==> config.mk <==
export PLATFORM = sky130hd
export DESIGN_NAME = positional_list_store
export DESIGN_NICKNAME = d
export VERILOG_FILES = /design/src/hw/rtl/pls_pkg.sv /design/src/hw/rtl/pls_ram.sv /design/src/hw/rtl/positional_list_store.sv
export SDC_FILE = /design/constraint.sdc
export NUM_CORES = 1
export LEC_CHECK = 0
export ABC_AREA = 1
export BUFFER_PORTS_ARGS = -buffer_cell sky130_fd_sc_hd__buf_2
export CORE_ASPECT_RATIO = 1.2
export CORE_MARGIN = 10
export CORE_UTILIZATION = 30
export CTS_BUF_LIST = sky130_fd_sc_hd__clkbuf_2 sky130_fd_sc_hd__clkbuf_4 sky130_fd_sc_hd__clkbuf_8
export DETAILED_ROUTE_END_ITERATION = 8
export GPL_TIMING_DRIVEN = 1
export HOLD_SLACK_MARGIN = 0.15
export SLEW_MARGIN = 10
export SYNTH_ARGS = -nofsm -noshare
export SYNTH_HDL_FRONTEND = slang
export SYNTH_HIERARCHICAL = 1
export SYNTH_SLANG_ARGS = --single-unit
==> constraint.sdc <==
create_clock -name clk_i -period 3.97 [get_ports clk_i]
set_input_delay 0.794 -clock clk_i [delete_from_list [all_inputs] [get_ports clk_i]]
set_output_delay 0.794 -clock clk_i [all_outputs]
set_load 0.05 [all_outputs]
==> src/hw/rtl/pls_pkg.sv <==
// Shared types for the positional list store: operation and status codes,
// controller states and the packed input and result beats. No dependencies.
package pls_pkg;

  localparam int unsigned OpBits    = 3;
  localparam int unsigned PosBits   = 4;
  localparam int unsigned ByteBits  = 8;
  localparam int unsigned CountBits = 5;

  typedef enum logic [OpBits-1:0] {
    OP_ADD_FIRST  = 3'd0,
    OP_ADD_LAST   = 3'd1,
    OP_INSERT     = 3'd2,
    OP_TAKE_FIRST = 3'd3,
    OP_TAKE_LAST  = 3'd4,
    OP_ERASE      = 3'd5,
    OP_READ       = 3'd6,
    OP_CLEAR      = 3'd7
  } op_e;

  typedef enum logic [1:0] {
    STS_OK    = 2'd0,
    STS_RANGE = 2'd1,
    STS_EMPTY = 2'd2,
    STS_FULL  = 2'd3
  } status_e;

  typedef enum logic [2:0] {
    S_IDLE,
    S_SHIFT,
    S_TAIL,
    S_PLACE,
    S_READ
  } state_e;

  typedef struct packed {
    op_e                 op;
    logic [PosBits-1:0]  position;
    logic [ByteBits-1:0] value;
  } in_t;

  typedef struct packed {
    status_e              status;
    logic [ByteBits-1:0]  read_value;
    logic [CountBits-1:0] count;
  } out_t;

endpackage

==> src/hw/rtl/pls_ram.sv <==
// Generic single-port-write, single-port-read RAM with a registered read.
// No dependencies; contents are undefined until written.
module pls_ram #(
  parameter int unsigned WIDTH = 8,
  parameter int unsigned DEPTH = 16
) (
  input  logic                     clk_i,
  input  logic                     we_i,
  input  logic [$clog2(DEPTH)-1:0] waddr_i,
  input  logic [WIDTH-1:0]         wdata_i,
  input  logic [$clog2(DEPTH)-1:0] raddr_i,
  output logic [WIDTH-1:0]         rdata_o
);

  logic [WIDTH-1:0] mem [DEPTH];
  logic [WIDTH-1:0] rdata_q;

  always_ff @(posedge clk_i) begin
    if (we_i) begin
      mem[waddr_i] <= wdata_i;
    end
    rdata_q <= mem[raddr_i];
  end

  assign rdata_o = rdata_q;

endmodule

==> src/hw/rtl/positional_list_store.sv <==
// Positional list store: an ordered list of up to CAPACITY values kept in position order in
// one RAM, with push and pop at both ends, insert, erase and read at a position, and clear.
// Each input beat yields exactly one result beat carrying the status, the value read and the
// new count. Push back, pop back, clear and every rejected operation load their result in
// the accepting cycle, and so do push front into an empty list, pop front of a single entry
// and erase of the last entry; a read loads its result from S_READ, after the registered RAM
// read. Push front and insert move the entries at and after the target position up by one,
// one entry per cycle through the RAM's read and write ports, in S_SHIFT and S_TAIL, then
// write the new value in S_PLACE; pop front and erase move the following entries down
// through S_SHIFT and S_TAIL. One operation is in flight at a time; a new beat is taken
// only in idle while the result register is empty or being drained in that cycle.
// Depends on pls_pkg and pls_ram.
module positional_list_store #(
  parameter int unsigned CAPACITY   = 16,
  parameter int unsigned VALUE_BITS = 8
) (
  input  logic          clk_i,
  input  logic          rst_ni,
  input  logic          in_valid_i,
  output logic          in_ready_o,
  input  pls_pkg::in_t  in_data_i,
  output logic          out_valid_o,
  input  logic          out_ready_i,
  output pls_pkg::out_t out_data_o
);

  import pls_pkg::*;

  // Address, count and helper widths.
  localparam int unsigned AW   = $clog2(CAPACITY);
  localparam int unsigned CW   = $clog2(CAPACITY + 1);
  localparam int unsigned PCW  = (CW > PosBits) ? CW : PosBits;
  localparam int unsigned PAW  = (AW > PosBits) ? AW : PosBits;
  localparam int unsigned VEW  = (VALUE_BITS > ByteBits) ? VALUE_BITS : ByteBits;
  localparam int unsigned CNTW = (CW > CountBits) ? CW : CountBits;

  state_e                state_q, state_d;
  logic [CW-1:0]         cnt_q, cnt_d;
  logic [AW-1:0]         src_q, src_d;
  logic [AW-1:0]         stop_q, stop_d;
  logic                  up_q, up_d;
  logic [VALUE_BITS-1:0] val_q, val_d;
  logic                  pend_q, pend_d;
  logic [AW-1:0]         pend_addr_q, pend_addr_d;
  logic                  out_valid_q;
  out_t                  out_q;

  logic                  ram_we;
  logic [AW-1:0]         ram_waddr;
  logic [VALUE_BITS-1:0] ram_wdata;
  logic [AW-1:0]         ram_raddr;
  logic [VALUE_BITS-1:0] ram_rdata;

  logic                  in_fire;
  logic                  out_free;
  logic                  out_load;
  logic                  full;
  logic                  empty;
  logic                  pos_ok;
  logic [AW-1:0]         pos_idx;
  logic [AW-1:0]         cnt_idx;
  logic [AW-1:0]         last_idx;
  logic [VALUE_BITS-1:0] val_in;
  logic [PAW-1:0]        pos_ext;
  logic [VEW-1:0]        val_ext;
  logic [VEW-1:0]        rd_ext;
  logic [CNTW-1:0]       cnt_ext;
  status_e               res_status;
  logic [ByteBits-1:0]   res_read;

  pls_ram #(
    .WIDTH(VALUE_BITS),
    .DEPTH(CAPACITY)
  ) u_ram (
    .clk_i  (clk_i),
    .we_i   (ram_we),
    .waddr_i(ram_waddr),
    .wdata_i(ram_wdata),
    .raddr_i(ram_raddr),
    .rdata_o(ram_rdata)
  );

  // Handshake: work starts only from idle, and only when the result register will be free.
  assign out_free   = !out_valid_q || out_ready_i;
  assign in_ready_o = (state_q == S_IDLE) && out_free;
  assign in_fire    = in_valid_i && in_ready_o;

  // Occupancy and position checks against the current count.
  assign full    = (cnt_q == CW'(CAPACITY));
  assign empty   = (cnt_q == '0);
  assign pos_ok  = (PCW'(in_data_i.position) < PCW'(cnt_q));
  assign pos_ext = PAW'(in_data_i.position);
  assign pos_idx = pos_ext[AW-1:0];

  // The count below capacity always fits an address; at a power-of-two capacity the low bits wrap so that
  // the last index still comes out right.
  assign cnt_idx  = cnt_q[AW-1:0];
  assign last_idx = cnt_idx - AW'(1);

  // Input bytes are kept in the low VALUE_BITS bits.
  assign val_ext = VEW'(in_data_i.value);
  assign val_in  = val_ext[VALUE_BITS-1:0];
  assign rd_ext  = VEW'(ram_rdata);

  always_comb begin
    state_d     = state_q;
    cnt_d       = cnt_q;
    src_d       = src_q;
    stop_d      = stop_q;
    up_d        = up_q;
    val_d       = val_q;
    pend_d      = 1'b0;
    pend_addr_d = pend_addr_q;
    ram_we      = 1'b0;
    ram_waddr   = pend_addr_q;
    ram_wdata   = ram_rdata;
    ram_raddr   = src_q;
    out_load    = 1'b0;
    res_status  = STS_OK;
    res_read    = '0;

    // A moved entry lands in the cycle after its read, while the next read is issued.
    if (pend_q) begin
      ram_we = 1'b1;
    end

    unique case (state_q)
      S_IDLE: begin
        if (in_fire) begin
          unique case (in_data_i.op)
            OP_ADD_FIRST: begin
              out_load = full || empty;
              if (full) begin
                res_status = STS_FULL;
              end else if (empty) begin
                ram_we    = 1'b1;
                ram_waddr = '0;
                ram_wdata = val_in;
                cnt_d     = cnt_q + CW'(1);
              end else begin
                src_d   = last_idx;
                stop_d  = '0;
                up_d    = 1'b1;
                val_d   = val_in;
                state_d = S_SHIFT;
              end
            end
            OP_ADD_LAST: begin
              out_load = 1'b1;
              if (full) begin
                res_status = STS_FULL;
              end else begin
                ram_we    = 1'b1;
                ram_waddr = cnt_idx;
                ram_wdata = val_in;
                cnt_d     = cnt_q + CW'(1);
              end
            end
            OP_INSERT: begin
              if (!pos_ok) begin
                out_load   = 1'b1;
                res_status = STS_RANGE;
              end else if (full) begin
                out_load   = 1'b1;
                res_status = STS_FULL;
              end else begin
                src_d   = last_idx;
                stop_d  = pos_idx;
                up_d    = 1'b1;
                val_d   = val_in;
                state_d = S_SHIFT;
              end
            end
            OP_TAKE_FIRST: begin
              if (empty) begin
                out_load   = 1'b1;
                res_status = STS_EMPTY;
              end else if (cnt_q == CW'(1)) begin
                out_load = 1'b1;
                cnt_d    = '0;
              end else begin
                src_d   = AW'(1);
                stop_d  = last_idx;
                up_d    = 1'b0;
                state_d = S_SHIFT;
              end
            end
            OP_TAKE_LAST: begin
              out_load = 1'b1;
              if (empty) begin
                res_status = STS_EMPTY;
              end else begin
                cnt_d = cnt_q - CW'(1);
              end
            end
            OP_ERASE: begin
              if (empty) begin
                out_load   = 1'b1;
                res_status = STS_EMPTY;
              end else if (!pos_ok) begin
                out_load   = 1'b1;
                res_status = STS_RANGE;
              end else if (pos_idx == last_idx) begin
                out_load = 1'b1;
                cnt_d    = cnt_q - CW'(1);
              end else begin
                src_d   = pos_idx + AW'(1);
                stop_d  = last_idx;
                up_d    = 1'b0;
                state_d = S_SHIFT;
              end
            end
            OP_READ: begin
              if (!pos_ok) begin
                out_load   = 1'b1;
                res_status = STS_RANGE;
              end else begin
                ram_raddr = pos_idx;
                state_d   = S_READ;
              end
            end
            OP_CLEAR: begin
              out_load = 1'b1;
              cnt_d    = '0;
            end
          endcase
        end
      end
      S_SHIFT: begin
        // Read one source entry per cycle; it is written to its neighbor next cycle.
        ram_raddr   = src_q;
        pend_d      = 1'b1;
        pend_addr_d = up_q ? (src_q + AW'(1)) : (src_q - AW'(1));
        if (src_q == stop_q) begin
          state_d = S_TAIL;
        end else begin
          src_d = up_q ? (src_q - AW'(1)) : (src_q + AW'(1));
        end
      end
      S_TAIL: begin
        // The last moved entry is written here.
        if (up_q) begin
          state_d = S_PLACE;
        end else begin
          out_load = 1'b1;
          cnt_d    = cnt_q - CW'(1);
          state_d  = S_IDLE;
        end
      end
      S_PLACE: begin
        ram_we    = 1'b1;
        ram_waddr = stop_q;
        ram_wdata = val_q;
        out_load  = 1'b1;
        cnt_d     = cnt_q + CW'(1);
        state_d   = S_IDLE;
      end
      S_READ: begin
        out_load = 1'b1;
        res_read = rd_ext[ByteBits-1:0];
        state_d  = S_IDLE;
      end
      default: begin
        state_d = S_IDLE;
      end
    endcase
  end

  // The reported count is the count after the operation.
  assign cnt_ext = CNTW'(cnt_d);

  always_ff @(posedge clk_i or negedge rst_ni) begin
    if (!rst_ni) begin
      state_q     <= S_IDLE;
      cnt_q       <= '0;
      pend_q      <= 1'b0;
      out_valid_q <= 1'b0;
    end else begin
      state_q <= state_d;
      cnt_q   <= cnt_d;
      pend_q  <= pend_d;
      if (out_load) begin
        out_valid_q <= 1'b1;
      end else if (out_ready_i) begin
        out_valid_q <= 1'b0;
      end
    end
  end

  always_ff @(posedge clk_i) begin
    src_q       <= src_d;
    stop_q      <= stop_d;
    up_q        <= up_d;
    val_q       <= val_d;
    pend_addr_q <= pend_addr_d;
    if (out_load) begin
      out_q.status     <= res_status;
      out_q.read_value <= res_read;
      out_q.count      <= cnt_ext[CountBits-1:0];
    end
  end

  assign out_valid_o = out_valid_q;
  assign out_data_o  = out_q;

endmodule
* After elaboration in Yosys (flattened, before gate mapping)
Memory sizes are Yosys's and may differ from the RTL's. A register that Yosys moved wholly into a read port is not among the register bits. Index checks and enable logic that the tools add are counted.
Word-level totals: register bits after elaboration 46, bits in writable memories 128, input bits 19, memories 1
Operators by class: add/subtract/negate cells 6, magnitude comparators 1, equality and inequality tests 39, muxes and demuxes 114, reduce and logical (&&, ||, !) cells 21
Memories:
- u_ram.mem | words 16, bits a word 8, rd ports 1, clocked after memory_dff 1, wr ports 1, line pls_ram.sv:15 | logic [WIDTH-1:0] mem [DEPTH];
Operators by type and width (number):
- $mux W4 | 30
- $mux W8 | 8
- $mux W5 | 11
- $pmux W8 S2 | 3
- $mux W3 | 12
- $pmux W4 S4 | 2
- $mux W1 | 30
- $ne A3 B3 Y1 const B | 10
- $pmux W5 S6 | 1
- $reduce_and A13 Y1 | 2
- $ne A2 B2 Y1 const B | 12
- $pmux W4 S2 | 3
- $eq A3 B3 Y1 const B | 5
- $pmux W3 S5 | 1
- $pmux W5 S3 | 1
- $eq A3 B2 Y1 const B | 4
- $reduce_and A12 Y1 | 1
- $mux W2 | 5
- $pmux W2 S5 | 1
- $pmux W3 S3 | 1
- $add A4 B1 Y4 const B | 2
- $eq A4 B4 Y1 | 2
- $sub A4 B1 Y4 const B | 2
- $reduce_and A7 Y1 | 1
- other kinds (22) | 31

* Logic depth before layout (Yosys ltp)
depth in word-level cells 9, mapped depth 20, depth with buffers taken out 18

* Modules after synthesis
Netlist, hierarchy kept.
By module, submodules not included:
- pls_ram | instances 1, cells an instance 551, area an instance 5766.8 um^2, sequential area each 4003.8 um^2
- positional_list_store | instances 1, cells an instance 463, area an instance 3612.2 um^2, sequential area each 1331.3 um^2

* Least setup slack after synthesis
Ideal clock, no wire load.
path type input to register, start input port in_data_i[11] in the netlist's numbering, end register val_q[0], enable pin, setup time 0.402 ns, arrival time 2.618 ns, setup slack 0.950 ns, stages on the path 8, path buffers 0, cells stage by stage ha_1 > inv_1 > nor2_1 > nand2_1 > nand2_2 > nor2_8 > inv_2 > a2111oi_1
On the way: word-level cells in the longest chain between the ends 3
RTL lines:
- from (decl) | line positional_list_store.sv:21 | input pls_pkg::in_t in_data_i,
- $lt A4 B5 Y1 | line positional_list_store.sv:91 | assign pos_ok = (PCW'(in_data_i.position) < PCW'(cnt_q));
- $ne A2 B2 Y1 (no line)
- $reduce_and A7 Y1 (no line)
- to (signal assigned) | line positional_list_store.sv:294 | val_q <= val_d;
- to (decl) | line positional_list_store.sv:42 | logic [VALUE_BITS-1:0] val_q, val_d;
No other way between the ends. A chain may end at the register's enable or synchronous reset.

* Final worst setup path
start register cnt_q[2], end register u_ram.rdata_q[1] (netlist: u_ram/rdata_o[1]) (read register of u_ram.mem)
On the way: word-level cells in the longest chain between the ends 5
RTL lines:
- from (decl) | line positional_list_store.sv:38 | logic [CW-1:0] cnt_q, cnt_d;
- from (signal assigned) | line positional_list_store.sv:280 | cnt_q <= cnt_d;
- $lt A4 B5 Y1 | line positional_list_store.sv:91
- $mux W4 | line positional_list_store.sv:214 | if (!pos_ok) begin
- $mux W4 | line positional_list_store.sv:130 | unique case (in_data_i.op)
- $mux W4 | line positional_list_store.sv:129 | if (in_fire) begin
- $mux W4 | line positional_list_store.sv:127 | unique case (state_q)
- named net ram_raddr[0] | line positional_list_store.sv:51 | logic [AW-1:0] ram_raddr;
- to (decl) | line pls_ram.sv:16 | logic [WIDTH-1:0] rdata_q;
The timed path passes the listed nets, and every way through them passes these cells.

==> impl_results.md <==
* Status: completed
* Yosys cell types at 50
* Hold crit path type: in -> async
* I/O pin count at 36
* Max cap viols at 0
* Htree depth at 4
* Critical Path RT at 4320 ps
* CTS Sinks at 182
* Power Total at 8550 uW
* DRC Markers at 0
* Met2 Use GR at 22.1%
* Largest stage delay, worst path at 550 ps
* Worst skew pair latency at 470 ps
* Clk_skew at 19.1 ps
* Initial DRC count at 528
* Filler cells at 3190
* Nets at 1099
* Row cnt at 70
* Area grow syn2layout at 12.0%
* CTS buffer count at 17
* Met1 GRT Util at 15.3%
* CTS tree: done
* Slowest cell on the critical path: buf_4
* Share of the synthesized area in the top cell type at 52.5%
* Peak supply drop at 574 uV
* Clk root buf: clkbuf_8
* Post-Syn Nets at 1043
* Routed vias/inst at 4.77
* Cell Area, Placed at 10100 um^2
* Crit path kind: reg -> reg
* Critical Path Start Type: flip-flop
* Total leakage power at 0.00453 uW
* Synth area leader: edfxtp_1
* Pwr Density at 814 nW/um^2
* Detailed placer's ending HPWL at 17000 um
* Worst path bufs/invs at 4
* RSZ-0062 raised after global routing: no
* First-pass GRT wire length at 38500 um
* Port-buffer cells at 35
* Crit path capture type: flip-flop
* Drt pass-1 iters at 5
* EDFF count, synth at 164
* Post-synth ARST share at 5.49%
* Synth warnings at 6
* Gr busiest metal: met2
* Most instantiated cells after synthesis: 275 x nand2_1, 164 x edfxtp_1, 155 x inv_1, 130 x nand3_1, 55 x nor2_1
* Max-slew violations at 0
* Antenna fix cells at 0
* Reg clk slew, reported paths at 100 ps
* Top_reg_cell synth: edfxtp_1
* Critical path's most frequent cell: nand2_1
* Worst path cell trace: inv_2, ha_1, nand2_1, nand2_1, nand2_1, nand2_2, nor2_8, inv_2, nor3_4, o21ai_4, inv_2, buf_4, nand2_1, nand3_1, nand3_1, nand3_1, nand2_1
* Die width at 181 um
* Gr ovfl total at 0
* Area of the core at 30700 um^2
* Largest cells by area after synthesis: edfxtp_1 53%, nand2_1 11%, nand3_1 6.9%, inv_1 6.2%, dfrtp_1 2.7%
* Post-synthesis average cell area at 9.25 um^2
* Via count at 7061
* Worst slew pin tran at 876 ps
* Total setup buffers inserted after CTS at 0
* Post-route setup TNS at 0 ps
* Hold Vio Cnt, Final at 0
* ANT nets after route at 0
* Synth Cell Area at 9380 um^2
* Post-cts hold buffer count at 0
* Die H at 214 um
* Gate count of the mapped netlist at 1014
* Pin count of the biggest net entering global routing at 65
* Share of cells above drive strength 1 at 15.1%
* Met3 Use GR at 2.04%
* Sequential fraction of the synthesis area at 56.9%
* Initial antenna violation count at 0
* Vias in the first global route at 6834
* Aggregate global-route resource usage at 12.4%
* Period minus WS final at 3250 ps
* Final cell count without fillers at 1479
* DP Cell Count at 1447
* Die area at 38800 um^2
* CP Data Arrival Time at 3610 ps
* Fmax at 307 MHz
* Rel. slew slack at 41.6%
* Crit Path Max Fanout at 64
* Initial Util at 30.6%
* Core Util, Final at 34.3%
* WL final at 24500 um
* Cell with the most instances after synthesis: nand2_1
* Finished layout cell area at 10500 um^2
* RePlAce Congestion at 0.943
* Critical path's top delay family: simple AND/OR/NAND/NOR gates
* Post-CTS sizing at 0
* Final worst-path cycle share at 82.0%
* CTS Buffer Depth at 2
* Final setup viols at 0
* Number of synthesized register bits at 182
* Wirelength per Cell at 16.5 um
metal layers:
metal	part of all wire (%)	up-vias	wire length, um
met5	0	-	0
met4	1.9	0	470
met3	4.4	42	1070
met2	51	211	12600
met1	42	3364	10400
li1	-	3444	-
cell usage in the layout, fill, tap and decap left out, types with 4 or more instances in the layout:
master,count
nand2_4,6
nor2_2,5
o21ai_1,10
o22ai_1,10
a41oi_1,6
nor2_4,8
dfxtp_1,8
nor2_1,55
nand3_1,130
nand3b_1,4
dfrtp_1,10
edfxtp_1,164
clkbuf_8,17
xor2_1,11
nand2_1,275
o21ai_0,24
inv_6,5
ha_1,10
a21oi_1,16
inv_1,155
o211ai_1,4
nand2_2,10
buf_2,35
nor3_1,4
nand4_1,10
buf_4,33
inv_2,14
power by group:
| part | switching, uW | internal [uW] |
|---|---|---|
| combinational | 2990 | 1120 |
| sequential | 206 | 2990 |
| clock | 704 | 530 |
logic make-up (layout without fill, tap and decap cells):
logic type / count (synthesis) / after routing / synth area share, %
compound gates: 83 / 83 / 5.36
simple gates: 520 / 520 / 25.7
fa+ha+maj: 10 / 10 / 1.33
flops: 182 / 182 / 56.9
buf+inv: 205 / 274 / 9.37
xor+xnor: 14 / 14 / 1.31
final timing paths:
kind	from	to	slack, ps	cells past startpoint
max in group asynchronous	rst_ni	pend_q	3550	1
hold / removal	rst_ni	cnt_q[3]	190	1
setup reg to reg	cnt_q[2]	u_ram/rdata_o[1]	720	17
hold reg to reg	u_ram/rdata_o[3]	out_data_o[8]	640	2
min in group clk_i	in_data_i[3]	val_q[3]	530	1
setup / recovery	cnt_q[2]	u_ram/rdata_o[1]	720	17
flip-flops by register name, indices dropped and copies added (netlist names), 3 cells and up:
signal	flops
stop_q	4
pend_addr_q	4
u_ram/rdata_o	8
u_ram/mem	128
val_q	8
cnt_q	5
src_q	4
out_data_o	15
state_q	3
final cells by class:
class / count / area [um^2] / area share, %
sequential: 182 / 5340 / 50.8
multi-input combinational: 627 / 3190 / 30.3
inverter: 173 / 661 / 6.29
tap: 396 / 495 / 4.72
timing repair buffer: 69 / 443 / 4.22
clock buffer: 19 / 249 / 2.37
clock inverter: 13 / 136 / 1.30
per-stage QoR:
| stage | setup WS [ps] | hold WS, ps |
|---|---|---|
| 3_5_place_dp | 318 | 599 |
| 3_3_place_gp | 359 | 623 |
| 5_1_grt | 461 | 172 |
| 6_report | 716 | 186 |
| 2_1_floorplan | 950 | 498 |
| 4_1_cts | 721 | 174 |
No activity file was read; power rests on OpenSTA's default activity.
